## src/exl_pkg.sv

```systemverilog
// ----------------------------------------------------------------------------
// exl_pkg
// Types, constants and character classing shared by the lexer modules.
// ----------------------------------------------------------------------------
package exl_pkg;

    localparam int CHAR_BITS      = 8;
    localparam int KIND_BITS      = 4;
    localparam int VALUE_BITS_DEF = 31;
    localparam int QUEUE_DEPTH    = 4;

    // Character codes
    localparam logic [CHAR_BITS-1:0] CH_NL     = 8'h0A;
    localparam logic [CHAR_BITS-1:0] CH_TAB    = 8'h09;
    localparam logic [CHAR_BITS-1:0] CH_VT     = 8'h0B;
    localparam logic [CHAR_BITS-1:0] CH_FF     = 8'h0C;
    localparam logic [CHAR_BITS-1:0] CH_CR     = 8'h0D;
    localparam logic [CHAR_BITS-1:0] CH_SPACE  = 8'h20;
    localparam logic [CHAR_BITS-1:0] CH_QUOTE  = 8'h22;
    localparam logic [CHAR_BITS-1:0] CH_LPAREN = 8'h28;
    localparam logic [CHAR_BITS-1:0] CH_RPAREN = 8'h29;
    localparam logic [CHAR_BITS-1:0] CH_STAR   = 8'h2A;
    localparam logic [CHAR_BITS-1:0] CH_PLUS   = 8'h2B;
    localparam logic [CHAR_BITS-1:0] CH_MINUS  = 8'h2D;
    localparam logic [CHAR_BITS-1:0] CH_SLASH  = 8'h2F;
    localparam logic [CHAR_BITS-1:0] CH_ZERO   = 8'h30;
    localparam logic [CHAR_BITS-1:0] CH_NINE   = 8'h39;
    localparam logic [CHAR_BITS-1:0] CH_SEMI   = 8'h3B;
    localparam logic [CHAR_BITS-1:0] CH_EQUAL  = 8'h3D;
    localparam logic [CHAR_BITS-1:0] CH_UP_A   = 8'h41;
    localparam logic [CHAR_BITS-1:0] CH_UP_Z   = 8'h5A;
    localparam logic [CHAR_BITS-1:0] CH_UNDER  = 8'h5F;
    localparam logic [CHAR_BITS-1:0] CH_LO_A   = 8'h61;
    localparam logic [CHAR_BITS-1:0] CH_LO_Z   = 8'h7A;

    typedef enum logic [2:0] {
        MODE_IDLE    = 3'd0,
        MODE_SLASH   = 3'd1,
        MODE_COMMENT = 3'd2,
        MODE_STRING  = 3'd3,
        MODE_IDENT   = 3'd4,
        MODE_NUMBER  = 3'd5
    } exl_mode_t;

    typedef enum logic [KIND_BITS-1:0] {
        K_NEWLINE = 4'd0,
        K_SEMI    = 4'd1,
        K_DIVIDE  = 4'd2,
        K_STRING  = 4'd3,
        K_IDENT   = 4'd4,
        K_ASSIGN  = 4'd5,
        K_NUMBER  = 4'd6,
        K_PLUS    = 4'd7,
        K_MINUS   = 4'd8,
        K_TIMES   = 4'd9,
        K_LPAREN  = 4'd10,
        K_RPAREN  = 4'd11,
        K_EOF     = 4'd12,
        K_UNKNOWN = 4'd13
    } exl_kind_t;

    // One result beat, without the number value (its width is a parameter)
    typedef struct packed {
        exl_kind_t            kind;
        logic [CHAR_BITS-1:0] text_char;
        logic                 char_valid;
        logic                 token_end;
        logic                 number_overflow;
        logic                 last_result;
    } exl_tok_t;

    // What a byte does when scanned from idle
    typedef struct packed {
        logic      emit;
        exl_kind_t kind;
        logic      char_valid;
        exl_mode_t mode;
        logic      num_start;
    } exl_class_t;

    function automatic logic is_digit(input logic [CHAR_BITS-1:0] c);
        return (c >= CH_ZERO) && (c <= CH_NINE);
    endfunction

    function automatic logic is_alpha(input logic [CHAR_BITS-1:0] c);
        return ((c >= CH_LO_A) && (c <= CH_LO_Z)) || ((c >= CH_UP_A) && (c <= CH_UP_Z));
    endfunction

    function automatic logic is_ident_char(input logic [CHAR_BITS-1:0] c);
        return is_alpha(c) || is_digit(c) || (c == CH_UNDER);
    endfunction

    function automatic exl_tok_t mk_tok(input exl_kind_t kind,
                                        input logic [CHAR_BITS-1:0] ch,
                                        input logic cv,
                                        input logic ovf);
        exl_tok_t t;
        t.kind            = kind;
        t.text_char       = cv ? ch : '0;
        t.char_valid      = cv;
        t.token_end       = !cv;
        t.number_overflow = ovf;
        t.last_result     = 1'b0;
        return t;
    endfunction

    // Classify a byte seen in idle mode
    function automatic exl_class_t idle_class(input logic [CHAR_BITS-1:0] c);
        exl_class_t r;
        r.emit       = 1'b1;
        r.kind       = K_UNKNOWN;
        r.char_valid = 1'b0;
        r.mode       = MODE_IDLE;
        r.num_start  = 1'b0;
        if ((c == CH_SPACE) || (c == CH_TAB) || (c == CH_VT) || (c == CH_FF)
            || (c == CH_CR)) begin
            r.emit = 1'b0;
        end else if (c == CH_NL) begin
            r.kind = K_NEWLINE;
        end else if (c == CH_SEMI) begin
            r.kind = K_SEMI;
        end else if (c == CH_SLASH) begin
            r.emit = 1'b0;
            r.mode = MODE_SLASH;
        end else if (c == CH_QUOTE) begin
            r.emit = 1'b0;
            r.mode = MODE_STRING;
        end else if (is_alpha(c) || (c == CH_UNDER)) begin
            r.kind       = K_IDENT;
            r.char_valid = 1'b1;
            r.mode       = MODE_IDENT;
        end else if (c == CH_EQUAL) begin
            r.kind = K_ASSIGN;
        end else if (is_digit(c)) begin
            r.emit      = 1'b0;
            r.mode      = MODE_NUMBER;
            r.num_start = 1'b1;
        end else if (c == CH_PLUS) begin
            r.kind = K_PLUS;
        end else if (c == CH_MINUS) begin
            r.kind = K_MINUS;
        end else if (c == CH_STAR) begin
            r.kind = K_TIMES;
        end else if (c == CH_LPAREN) begin
            r.kind = K_LPAREN;
        end else if (c == CH_RPAREN) begin
            r.kind = K_RPAREN;
        end
        return r;
    endfunction

endpackage

```

## src/expression_lexer_unit.sv

```systemverilog
// ----------------------------------------------------------------------------
// expression_lexer_unit
// Byte-serial tokenizer for a small expression language.
// ----------------------------------------------------------------------------
// Usage:
//   Input channel (in_valid/in_stall) takes one source byte, or an end mark
//   on end_of_input, per beat. Output channel (out_valid/out_stall) gives
//   one result per beat; last_result marks the final result of a byte.
//   Identifiers and strings stream one character per beat, then an end beat.
//   A byte gives zero, one or two results.
// Path: a taken byte waits in the input register, then is decoded into
//   the result queue, whose head drives the result ports.
// Throughput: one byte per cycle while each byte gives at most one result
//   and the queue has room; a byte with two results uses two output beats.
//   The output side, one beat a cycle unless stalled, sets the sustained rate.
// Stall: a four-entry result queue parts the channels; in_stall rises when
//   the queue cannot take two more beats and a byte is waiting to decode.
// Reset: the scan returns to idle, the number accumulator clears and the
//   queue empties; nothing is emitted until new bytes arrive.
// ----------------------------------------------------------------------------
module expression_lexer_unit #(
    parameter int VALUE_BITS = exl_pkg::VALUE_BITS_DEF
) (
    input  logic                            clk,
    input  logic                            rst_n,
    input  logic                            in_valid,
    output logic                            in_stall,
    input  logic [exl_pkg::CHAR_BITS-1:0]   in_char,
    input  logic                            end_of_input,
    output logic                            out_valid,
    input  logic                            out_stall,
    output logic [exl_pkg::KIND_BITS-1:0]   token_kind,
    output logic [exl_pkg::CHAR_BITS-1:0]   text_char,
    output logic                            char_valid,
    output logic                            token_end,
    output logic [VALUE_BITS-1:0]           number_value,
    output logic                            number_overflow,
    output logic                            last_result
);
    import exl_pkg::*;

    logic                  in_valid_reg;
    logic [CHAR_BITS-1:0]  in_char_reg;
    logic                  eoi_reg;
    logic                  room;
    logic                  step;
    logic [1:0]            res_count;
    logic [1:0]            push_count;
    exl_tok_t              res0;
    exl_tok_t              res1;
    logic [VALUE_BITS-1:0] res0_value;
    exl_tok_t              head;

    assign step       = in_valid_reg && room;
    assign in_stall   = in_valid_reg && !room;
    assign push_count = step ? res_count : 2'd0;

    // Input register: hold while the queue is short of room
    always_ff @(posedge clk or negedge rst_n)
    begin
        if (!rst_n) begin
            in_valid_reg <= 1'b0;
        end else if (!in_stall) begin
            in_valid_reg <= in_valid;
        end
    end

    always_ff @(posedge clk)
    begin
        if (in_valid && !in_stall) begin
            in_char_reg <= in_char;
            eoi_reg     <= end_of_input;
        end
    end

    exl_core #(
        .VALUE_BITS (VALUE_BITS)
    ) u_core (
        .clk          (clk),
        .rst_n        (rst_n),
        .step         (step),
        .in_char      (in_char_reg),
        .end_of_input (eoi_reg),
        .res_count    (res_count),
        .res0         (res0),
        .res1         (res1),
        .res0_value   (res0_value)
    );

    exl_queue #(
        .VALUE_BITS (VALUE_BITS)
    ) u_queue (
        .clk         (clk),
        .rst_n       (rst_n),
        .push_count  (push_count),
        .push0       (res0),
        .push1       (res1),
        .push0_value (res0_value),
        .pop         (!out_stall),
        .room        (room),
        .head_valid  (out_valid),
        .head        (head),
        .head_value  (number_value)
    );

    // Drive result fields from the queue head
    assign token_kind      = head.kind;
    assign text_char       = head.text_char;
    assign char_valid      = head.char_valid;
    assign token_end       = head.token_end;
    assign number_overflow = head.number_overflow;
    assign last_result     = head.last_result;

endmodule

```

## src/exl_core.sv

```systemverilog
// ----------------------------------------------------------------------------
// exl_core
// Scan state and combinational token decode: one byte in, up to two beats out.
// ----------------------------------------------------------------------------
module exl_core #(
    parameter int VALUE_BITS = exl_pkg::VALUE_BITS_DEF
) (
    input  logic                           clk,
    input  logic                           rst_n,
    input  logic                           step,
    input  logic [exl_pkg::CHAR_BITS-1:0]  in_char,
    input  logic                           end_of_input,
    output logic [1:0]                     res_count,
    output exl_pkg::exl_tok_t              res0,
    output exl_pkg::exl_tok_t              res1,
    output logic [VALUE_BITS-1:0]          res0_value
);
    import exl_pkg::*;

    localparam int PROD_BITS = VALUE_BITS + 4;

    exl_mode_t             mode_reg, mode_next;
    logic [VALUE_BITS-1:0] acc_reg, acc_next;
    logic                  ovf_reg, ovf_next;

    exl_class_t            ic;
    logic [3:0]            digit;
    logic [PROD_BITS-1:0]  prod;
    logic                  sat;
    logic [VALUE_BITS-1:0] acc_step;
    logic [VALUE_BITS-1:0] digit_value;

    logic                  first;
    exl_tok_t              first_tok;
    logic [VALUE_BITS-1:0] first_value;
    logic                  second_ok;
    exl_tok_t              second_tok;
    logic                  idle_used;

    // Classify the byte and form the saturating decimal step
    always_comb
    begin
        ic          = idle_class(in_char);
        digit       = in_char[3:0] - CH_ZERO[3:0];
        digit_value = VALUE_BITS'(digit);
        prod        = ({4'b0, acc_reg} << 3) + ({4'b0, acc_reg} << 1) + PROD_BITS'(digit);
        sat         = |prod[PROD_BITS-1:VALUE_BITS];
        acc_step    = sat ? '1 : prod[VALUE_BITS-1:0];
    end

    // Next scan state
    always_comb
    begin
        mode_next = mode_reg;
        acc_next  = acc_reg;
        ovf_next  = ovf_reg;
        idle_used = 1'b0;
        if (end_of_input) begin
            mode_next = MODE_IDLE;
            acc_next  = '0;
            ovf_next  = 1'b0;
        end else begin
            case (mode_reg)
                MODE_SLASH:
                begin
                    if (in_char == CH_SLASH) begin
                        mode_next = MODE_COMMENT;
                    end else begin
                        idle_used = 1'b1;
                    end
                end
                MODE_COMMENT:
                begin
                    if (in_char == CH_NL) begin
                        mode_next = MODE_IDLE;
                    end
                end
                MODE_STRING:
                begin
                    if (in_char == CH_QUOTE) begin
                        mode_next = MODE_IDLE;
                    end
                end
                MODE_IDENT:
                begin
                    if (!is_ident_char(in_char)) begin
                        idle_used = 1'b1;
                    end
                end
                MODE_NUMBER:
                begin
                    if (is_digit(in_char)) begin
                        acc_next = acc_step;
                        ovf_next = ovf_reg | sat;
                    end else begin
                        acc_next  = '0;
                        ovf_next  = 1'b0;
                        idle_used = 1'b1;
                    end
                end
                default:
                begin
                    idle_used = 1'b1;
                end
            endcase
            if (idle_used) begin
                mode_next = ic.mode;
                if (ic.num_start) begin
                    acc_next = digit_value;
                    ovf_next = 1'b0;
                end
            end
        end
    end

    // Result beats
    always_comb
    begin
        first       = 1'b0;
        first_tok   = mk_tok(K_EOF, in_char, 1'b0, 1'b0);
        first_value = '0;
        second_tok  = mk_tok(ic.kind, in_char, ic.char_valid, 1'b0);
        second_ok   = idle_used & ic.emit;
        if (end_of_input) begin
            second_tok = mk_tok(K_EOF, in_char, 1'b0, 1'b0);
            second_ok  = 1'b1;
            case (mode_reg)
                MODE_SLASH:
                begin
                    first     = 1'b1;
                    first_tok = mk_tok(K_DIVIDE, in_char, 1'b0, 1'b0);
                end
                MODE_STRING:
                begin
                    first     = 1'b1;
                    first_tok = mk_tok(K_STRING, in_char, 1'b0, 1'b0);
                end
                MODE_IDENT:
                begin
                    first     = 1'b1;
                    first_tok = mk_tok(K_IDENT, in_char, 1'b0, 1'b0);
                end
                MODE_NUMBER:
                begin
                    first       = 1'b1;
                    first_tok   = mk_tok(K_NUMBER, in_char, 1'b0, ovf_reg);
                    first_value = acc_reg;
                end
                default:
                begin
                    first = 1'b0;
                end
            endcase
        end else begin
            case (mode_reg)
                MODE_SLASH:
                begin
                    first     = (in_char != CH_SLASH);
                    first_tok = mk_tok(K_DIVIDE, in_char, 1'b0, 1'b0);
                end
                MODE_STRING:
                begin
                    first     = 1'b1;
                    first_tok = mk_tok(K_STRING, in_char, (in_char != CH_QUOTE), 1'b0);
                end
                MODE_IDENT:
                begin
                    first     = 1'b1;
                    first_tok = mk_tok(K_IDENT, in_char, is_ident_char(in_char), 1'b0);
                end
                MODE_NUMBER:
                begin
                    first       = !is_digit(in_char);
                    first_tok   = mk_tok(K_NUMBER, in_char, 1'b0, ovf_reg);
                    first_value = acc_reg;
                end
                default:
                begin
                    first = 1'b0;
                end
            endcase
        end

        res_count             = {1'b0, first} + {1'b0, second_ok};
        res0                  = first ? first_tok : second_tok;
        res0.last_result      = !(first && second_ok);
        res0_value            = first ? first_value : '0;
        res1                  = second_tok;
        res1.last_result      = 1'b1;
    end

    // Advance scan state on each byte
    always_ff @(posedge clk or negedge rst_n)
    begin
        if (!rst_n) begin
            mode_reg <= MODE_IDLE;
            acc_reg  <= '0;
            ovf_reg  <= 1'b0;
        end else if (step) begin
            mode_reg <= mode_next;
            acc_reg  <= acc_next;
            ovf_reg  <= ovf_next;
        end
    end

endmodule

```

## src/exl_queue.sv

```systemverilog
// ----------------------------------------------------------------------------
// exl_queue
// Small result queue: up to two beats in a cycle, one out a cycle on pop.
// ----------------------------------------------------------------------------
module exl_queue #(
    parameter int VALUE_BITS = exl_pkg::VALUE_BITS_DEF
) (
    input  logic                  clk,
    input  logic                  rst_n,
    input  logic [1:0]            push_count,
    input  exl_pkg::exl_tok_t     push0,
    input  exl_pkg::exl_tok_t     push1,
    input  logic [VALUE_BITS-1:0] push0_value,
    input  logic                  pop,
    output logic                  room,
    output logic                  head_valid,
    output exl_pkg::exl_tok_t     head,
    output logic [VALUE_BITS-1:0] head_value
);
    import exl_pkg::*;

    localparam int PTR_BITS = $clog2(QUEUE_DEPTH);
    localparam int CNT_BITS = PTR_BITS + 1;

    exl_tok_t              tok_mem_reg [QUEUE_DEPTH];
    logic [VALUE_BITS-1:0] val_mem_reg [QUEUE_DEPTH];
    logic [PTR_BITS-1:0]   wr_ptr_reg, wr_ptr_next;
    logic [PTR_BITS-1:0]   rd_ptr_reg, rd_ptr_next;
    logic [CNT_BITS-1:0]   count_reg, count_next;
    logic [PTR_BITS-1:0]   wr_ptr_plus1;
    logic                  do_pop;

    assign head_valid   = (count_reg != '0);
    assign head         = tok_mem_reg[rd_ptr_reg];
    assign head_value   = val_mem_reg[rd_ptr_reg];
    assign room         = (count_reg <= CNT_BITS'(QUEUE_DEPTH - 2));
    assign do_pop       = pop && head_valid;
    assign wr_ptr_plus1 = wr_ptr_reg + PTR_BITS'(1);

    // Advance pointers and fill count
    always_comb
    begin
        wr_ptr_next = wr_ptr_reg + PTR_BITS'(push_count);
        rd_ptr_next = rd_ptr_reg + PTR_BITS'(do_pop);
        count_next  = count_reg + CNT_BITS'(push_count) - CNT_BITS'(do_pop);
    end

    always_ff @(posedge clk or negedge rst_n)
    begin
        if (!rst_n) begin
            wr_ptr_reg <= '0;
            rd_ptr_reg <= '0;
            count_reg  <= '0;
        end else begin
            wr_ptr_reg <= wr_ptr_next;
            rd_ptr_reg <= rd_ptr_next;
            count_reg  <= count_next;
        end
    end

    // Write entries; only the first beat of a byte can carry a number
    always_ff @(posedge clk)
    begin
        if (push_count != 2'd0) begin
            tok_mem_reg[wr_ptr_reg] <= push0;
            val_mem_reg[wr_ptr_reg] <= push0_value;
        end
        if (push_count == 2'd2) begin
            tok_mem_reg[wr_ptr_plus1] <= push1;
            val_mem_reg[wr_ptr_plus1] <= '0;
        end
    end

endmodule

```

## config.mk

```make
export PLATFORM = sky130hd
export DESIGN_NAME = expression_lexer_unit
export DESIGN_NICKNAME = d
export VERILOG_FILES = /design/src/exl_pkg.sv /design/src/expression_lexer_unit.sv /design/src/exl_core.sv /design/src/exl_queue.sv
export SDC_FILE = /design/constraint.sdc
export NUM_CORES = 1
export LEC_CHECK = 0
export ABC_AREA = 1
export BUFFER_PORTS_ARGS = -buffer_cell sky130_fd_sc_hd__buf_2
export CORE_ASPECT_RATIO = 0.5
export CORE_MARGIN = 2
export CORE_UTILIZATION = 65
export DETAILED_ROUTE_END_ITERATION = 10
export PLACE_DENSITY = 0.84
export SLEW_MARGIN = 20
export SYNTH_ARGS = -nofsm -noshare
export SYNTH_HDL_FRONTEND = slang
export SYNTH_SLANG_ARGS = --single-unit
```

## constraint.sdc

```tcl
create_clock -name clk -period 5.85 [get_ports clk]
set_input_delay 0.2925 -clock clk [delete_from_list [all_inputs] [get_ports clk]]
set_output_delay 0.2925 -clock clk [all_outputs]
set_load 0.03 [all_outputs]
```

Yosys cells after proc, flatten, opt, wreduce, memory -nomap -nowiden. Memory sizes are Yosys's and may differ from the RTL's. Cells that the tools add are included.

Mux-type cells: 73. Bitwise gates (word level): 2. Equal/unequal tests: 27. Magnitude comparators: 7. Reduce and logical (&&, ||, !) cells: 32. Add/subtract/negate cells: 8. Multipliers: 0. Div/mod/pow operators: 0. Shifts and indexed selects: 0.

Operator list (number): two-way mux 31 bit (8); one-hot mux 16 bit (4 select lines) (2); equality test 8 x 6 -> 1 bit, second input constant (10); two-way mux 16 bit (3); equality test 8 x 4 -> 1 bit, second input constant (5); two-way mux 4 bit (10); adder 34 x 32 -> 35 bit (1); adder 35 x 4 -> 35 bit (1); two-way mux 3 bit (10); two-way mux 1 bit (28); two-way mux 8 bit (3); two-way mux 5 bit (4); >= comparator 8 x 7 -> 1 bit, second input constant (2); <= comparator 8 x 7 -> 1 bit, second input constant (2); inequality test 8 x 6 -> 1 bit, second input constant (2); inequality test 4 x 2 -> 1 bit, second input constant (3); two-way mux 9 bit (1); one-hot mux 3 bit (3 select lines) (1); equality test 8 x 7 -> 1 bit, second input constant (1); >= comparator 8 x 6 -> 1 bit, second input constant (1); <= comparator 8 x 6 -> 1 bit, second input constant (1); logical AND 1 bit (8); zero test 1 bit (8); logical OR 1 bit (8); 22 further kinds (26).

Memories kept: 2. Register bits after elaboration: 52. Bits of input ports: 13. Word-level logic and storage cells: 160. Memory bits (writable): 188. Bits in read-only memories: 0. Output and inout bits: 49. Bits in latches: 0.

Memory list: u_queue.val_mem_reg (words 4, bits a word 31, read ports 1, clocked after Yosys merged registers in 0, wr ports 2, RTL line exl_queue.sv:26) `logic [VALUE_BITS-1:0] val_mem_reg [QUEUE_DEPTH];`; u_queue.tok_mem_reg (words 4, bits a word 16, read ports 1, clocked after Yosys merged registers in 0, wr ports 2, RTL line exl_queue.sv:25) `exl_tok_t tok_mem_reg [QUEUE_DEPTH];`.

Depth between registers and ports, before layout.
Depth in word-level cells: 17. Mapped depth: 24. Mapped depth without buffers: 23.

Hierarchy. Synthesis repeated with hierarchy kept, for this count alone.

Cells, all modules: 2181. Area total of the unflattened synthesis: 14811.7 sq um.

By module, submodules not included: exl_queue (sequential area each 4579.4 sq um, instances 1, area an instance 9308.9 sq um, cells an instance 1301); exl_core (sequential area each 875.8 sq um, instances 1, area an instance 5156.2 sq um, cells an instance 857); expression_lexer_unit (sequential area each 295.3 sq um, instances 1, area an instance 346.6 sq um, cells an instance 23).

Least setup slack after synthesis. Ideal clock, no wire load.

Kind: register to register. From: register in_char_reg[2]. To: memory u_queue.tok_mem_reg[3][1] (netlist name). Period minus slack after synthesis: 3.486 ns. Data required time: 5.717 ns. Stages on the path, launching flop included: 23. Arrival time: 3.353 ns. Path slack: 2.364 ns. Library setup time: 0.133 ns. Buffers on the path: 2. Cells stage by stage: edfxtp_1 inv_1 nand2_1 nor4_4 o21ai_4 nand2_1 nand2_2 nand2_4 inv_2 buf_2 ha_1 inv_1 nor2_8 nor2_4 nor3_4 inv_2 nor2_2 nand2_2 nand2_2 inv_2 buf_2 nand2_1 o21ai_2.

RTL lines: start: declaration (RTL line expression_lexer_unit.sv:43) `logic [CHAR_BITS-1:0] in_char_reg;`; start signal: assignment (RTL line expression_lexer_unit.sv:71) `in_char_reg <= in_char;`; end: declaration (RTL line exl_queue.sv:25).

==> reports/qor.yml <==
clock_network:
  clk_pin_slew_worst_paths_ns: 0.07
  cts_tree: "done"
  numCtsBuffers: 22
  clockBufferDepth: 3
  cts_root_buf: "clkbuf_16"
  cts.sinks: 240
  ctsHoldBuffers: 11
  ctsHtreeMaxLevel: 1
  cts_resized: 0
  clkLatencyLatePin_ns: 0.52
  cts_setup_buffers: 0
timing:
  fin_setup_tns_ns: 0
  finalCritPeriodShare: 0.833
  setup_viol: 0
  finClkSkew_ns: 0.0110
  slew_violations: 0
  timing.fmax_mhz: 205
  hold-worst-slack_ns: 0.213
  tightest_slew_ns: 0.956
  rsz0062_at_grt: "no"
  hold_viol: 0
  slew_headroom: 0.363
  min_period_ns: 4.87
power:
  powerDensity_nw_per_um2: 421
  switching_share: 0.458
  p_int_mw: 3.45
  clockPowerShare: 0.240
  pwr-share-seq: 0.316
  max-vdd-ir-drop_uv: 596
  p_leak_nw: 6.75
  p_sw_mw: 2.92
  comb_power_share: 0.445
routing:
  ant_nets: 0
  first_iter_violations: 1351
  drc: 0
  totalWireLength_mm: 38.4
  wl_per_cell_um: 18.5
  num_vias: 12600
  first_pass_iters: 8
  viasPerCell: 6.05
logic_synthesis:
  synthMuxAreaShare: 0
  synth-seq-cells: 240
  synth_xor_area_frac: 0.0201
  syn-cell-area_um2: 13900
  synth_top_family_by_area: "simple AND/OR/NAND/NOR gates"
  synthSimpleGateAreaFrac: 0.272
  yosysWarnings: 0
  yosysUniqueCellTypes: 50
  synthFlopType: "dfxtp_1"
  async_flop_share: 0.179
  syn_avg_cell_area_um2: 7.91
  synth_seq_area_share: 0.407
  synthAdderAreaFrac: 0.0626
  synthCells: 1763
  synth_compound_area_frac: 0.173
  synth_edf_count: 65
  synthesis.nets: 1844
setup_path:
  end_kind: "register"
  cp_max_fo: 37
  critPathLaunchType: "register"
  cp_data_arrival_time_ns: 5.11
  crit_type: "reg -> reg"
  worstPathRequired_ns: 6.08
  worst-r2r-cell-count: 21
floorplan:
  die_x_um: 211
  ios: 62
  dieArea_um2: 22700
  placementRows: 37
  die_height_um: 108
  core_area_um2: 20800
  start_util: 0.671
cells_and_area:
  area_growth_pct: 8.66
  fin_nets: 1871
  fin_util: 0.729
  drive_gt1_frac: 0.161
  seqCellArea_um2: 5670
  final_area_um2: 15200
  largest_reg_flops: 124
  multi_input_area_um2: 7360
  fillCellCount: 1623
placed_design:
  port_buffers: 61
  gp_congestion: 0.984
  postPlaceCellArea_um2: 14300
  hpwlAfterDp_mm: 25.8
worst_hold_path:
  min_path_cells: 3
  hp-class: "in -> reg"
global_routing:
  grt_pass1_vias: 12100
  grt_pass1_wl_mm: 61.7
  grt-ovfl-total: 0
  grtUsageTotal: 0.340
  grt_max_degree: 97
  grt_antenna_before_repair: 1
run:
  cap_viol_max_count: 0
outcome:
  run_status: "finished clean"
-- metrics by stage --
stage / setup slack, ns / power, mW / cells
6_report: 0.976 / 6.38 / 2080
4_1_cts: 1.08 / 6.34 / 2079
3_3_place_gp: 1.21 / 4.77 / 2028
2_1_floorplan: 2.36 / 4.10 / 1763
3_5_place_dp: 1.09 / 4.83 / 2028
5_1_grt: 0.610 / 6.67 / 2079
-- cells in the final DEF, fill, tap and decap left out, drive strengths merged, types with 4 or more instances in the layout --
cell	Yosys	layout
ha	65	65
inv	134	137
a21oi	40	40
edfxtp	65	65
a22o	4	4
a211oi	4	4
a31oi	5	5
o21ai	279	279
xor2	23	23
dfxtp	132	132
dlygate4sd3	0	11
a21o	4	4
dfrtp	43	43
buf	35	72
clkbuf	45	27
nand3	83	83
nor3	12	12
nand2	446	446
clkinv	0	7
o22ai	61	61
or2	30	30
o21bai	5	5
nor4	4	4
xnor2	9	9
nor2	221	221
-- layer usage --
| metal | wire, um | part of all wire | track usage | vias to the layer above |
|---|---|---|---|---|
| met4 | 1190 | 0.031 | 0.117 | 0 |
| li1 | - | - | - | 5941 |
| met3 | 3220 | 0.084 | 0.0595 | 104 |
| met5 | 0 | 0 | 0 | - |
| met2 | 18000 | 0.47 | 0.574 | 586 |
| met1 | 16000 | 0.42 | 0.447 | 5963 |
-- Yosys cell counts, types with 26 or more instances --
| cell | number | area, um^2 |
|---|---|---|
| dfxtp_1 | 132 | 2640 |
| dfrtp_1 | 43 | 1080 |
| buf_2 | 26 | 130 |
| edfxtp_1 | 65 | 1950 |
| a21oi_1 | 39 | 195 |
| o22ai_1 | 61 | 382 |
| nand3_1 | 40 | 200 |
| nor2_1 | 207 | 777 |
| or2_2 | 29 | 181 |
| o21ai_0 | 121 | 606 |
| clkbuf_1 | 45 | 169 |
| o21ai_1 | 109 | 546 |
| o21ai_2 | 48 | 420 |
| ha_1 | 65 | 813 |
| nand2_1 | 431 | 1620 |
| inv_1 | 117 | 439 |
-- power by group through the flow --
stage,sequential [mW],combinational (mW),clock [mW]
5_1_grt,2.02,3.04,1.60
6_report,2.01,2.84,1.53
2_1_floorplan,2.02,2.09,0
3_5_place_dp,2.04,2.78,0
3_3_place_gp,2.04,2.73,0
4_1_cts,2.01,2.80,1.53
-- cell type report --
type,count,share of cell area
clock buffers,27,0.0417
inverters,134,0.0332
repair buffers,83,0.0330
flip-flops and latches,240,0.374
well taps,273,0.0225
diodes,1,0.000165
multi-input cells,1309,0.486
clock inverters,13,0.00916
-- worst paths after layout --
kind / from / endpoint / slack [ns]
max in group asynchronous: rst_n / u_queue.rd_ptr_reg[0]$_DFF_PN0_ / 5.06
worst max register to register: in_char_reg[2]$_DFFE_PP_ / u_queue.tok_mem_reg[0][15]$_DFFE_PP_ / 0.98
worst min register to register: u_queue.val_mem_reg[1][5]$_SDFFE_PP0N_ / u_queue.val_mem_reg[1][5]$_SDFFE_PP0N_ / 0.46
worst min-delay path: out_stall / u_queue.rd_ptr_reg[0]$_DFF_PN0_ / 0.21
min in group asynchronous: rst_n / u_core.acc_reg[10]$_DFFE_PN0P_ / 0.34
worst max-delay path: in_char_reg[2]$_DFFE_PP_ / u_queue.tok_mem_reg[0][15]$_DFFE_PP_ / 0.98
-- worst max-delay path: stages, from the launching register on --
cell      delay (ns)
edfxtp_1        0.46
inv_1           0.22
nand2_1         0.10
nor3_1          0.23
nand2_1         0.14
nand3_4         0.15
nand2_4         0.10
inv_2           0.08
nand2_2         0.06
nand2_4         0.12
nand2_1         0.07
o21ai_0         0.21
ha_1            0.27
inv_1           0.26
nor2_8          0.09
nor2_4          0.26
nor3_4          0.10
inv_2           0.08
buf_4           0.47
nand2_2         0.40
inv_2           0.60
a211oi_1        0.11
-- cell families (layout without fill, tap and decap cells) --
group	after synthesis	in the layout
compound gates	411	411
xor+xnor	32	32
fa+ha+maj	68	68
buf+inv	214	257
flops	240	240
other cells	0	1
simple gates	798	798
No activity file was read; power rests on OpenSTA's default activity.
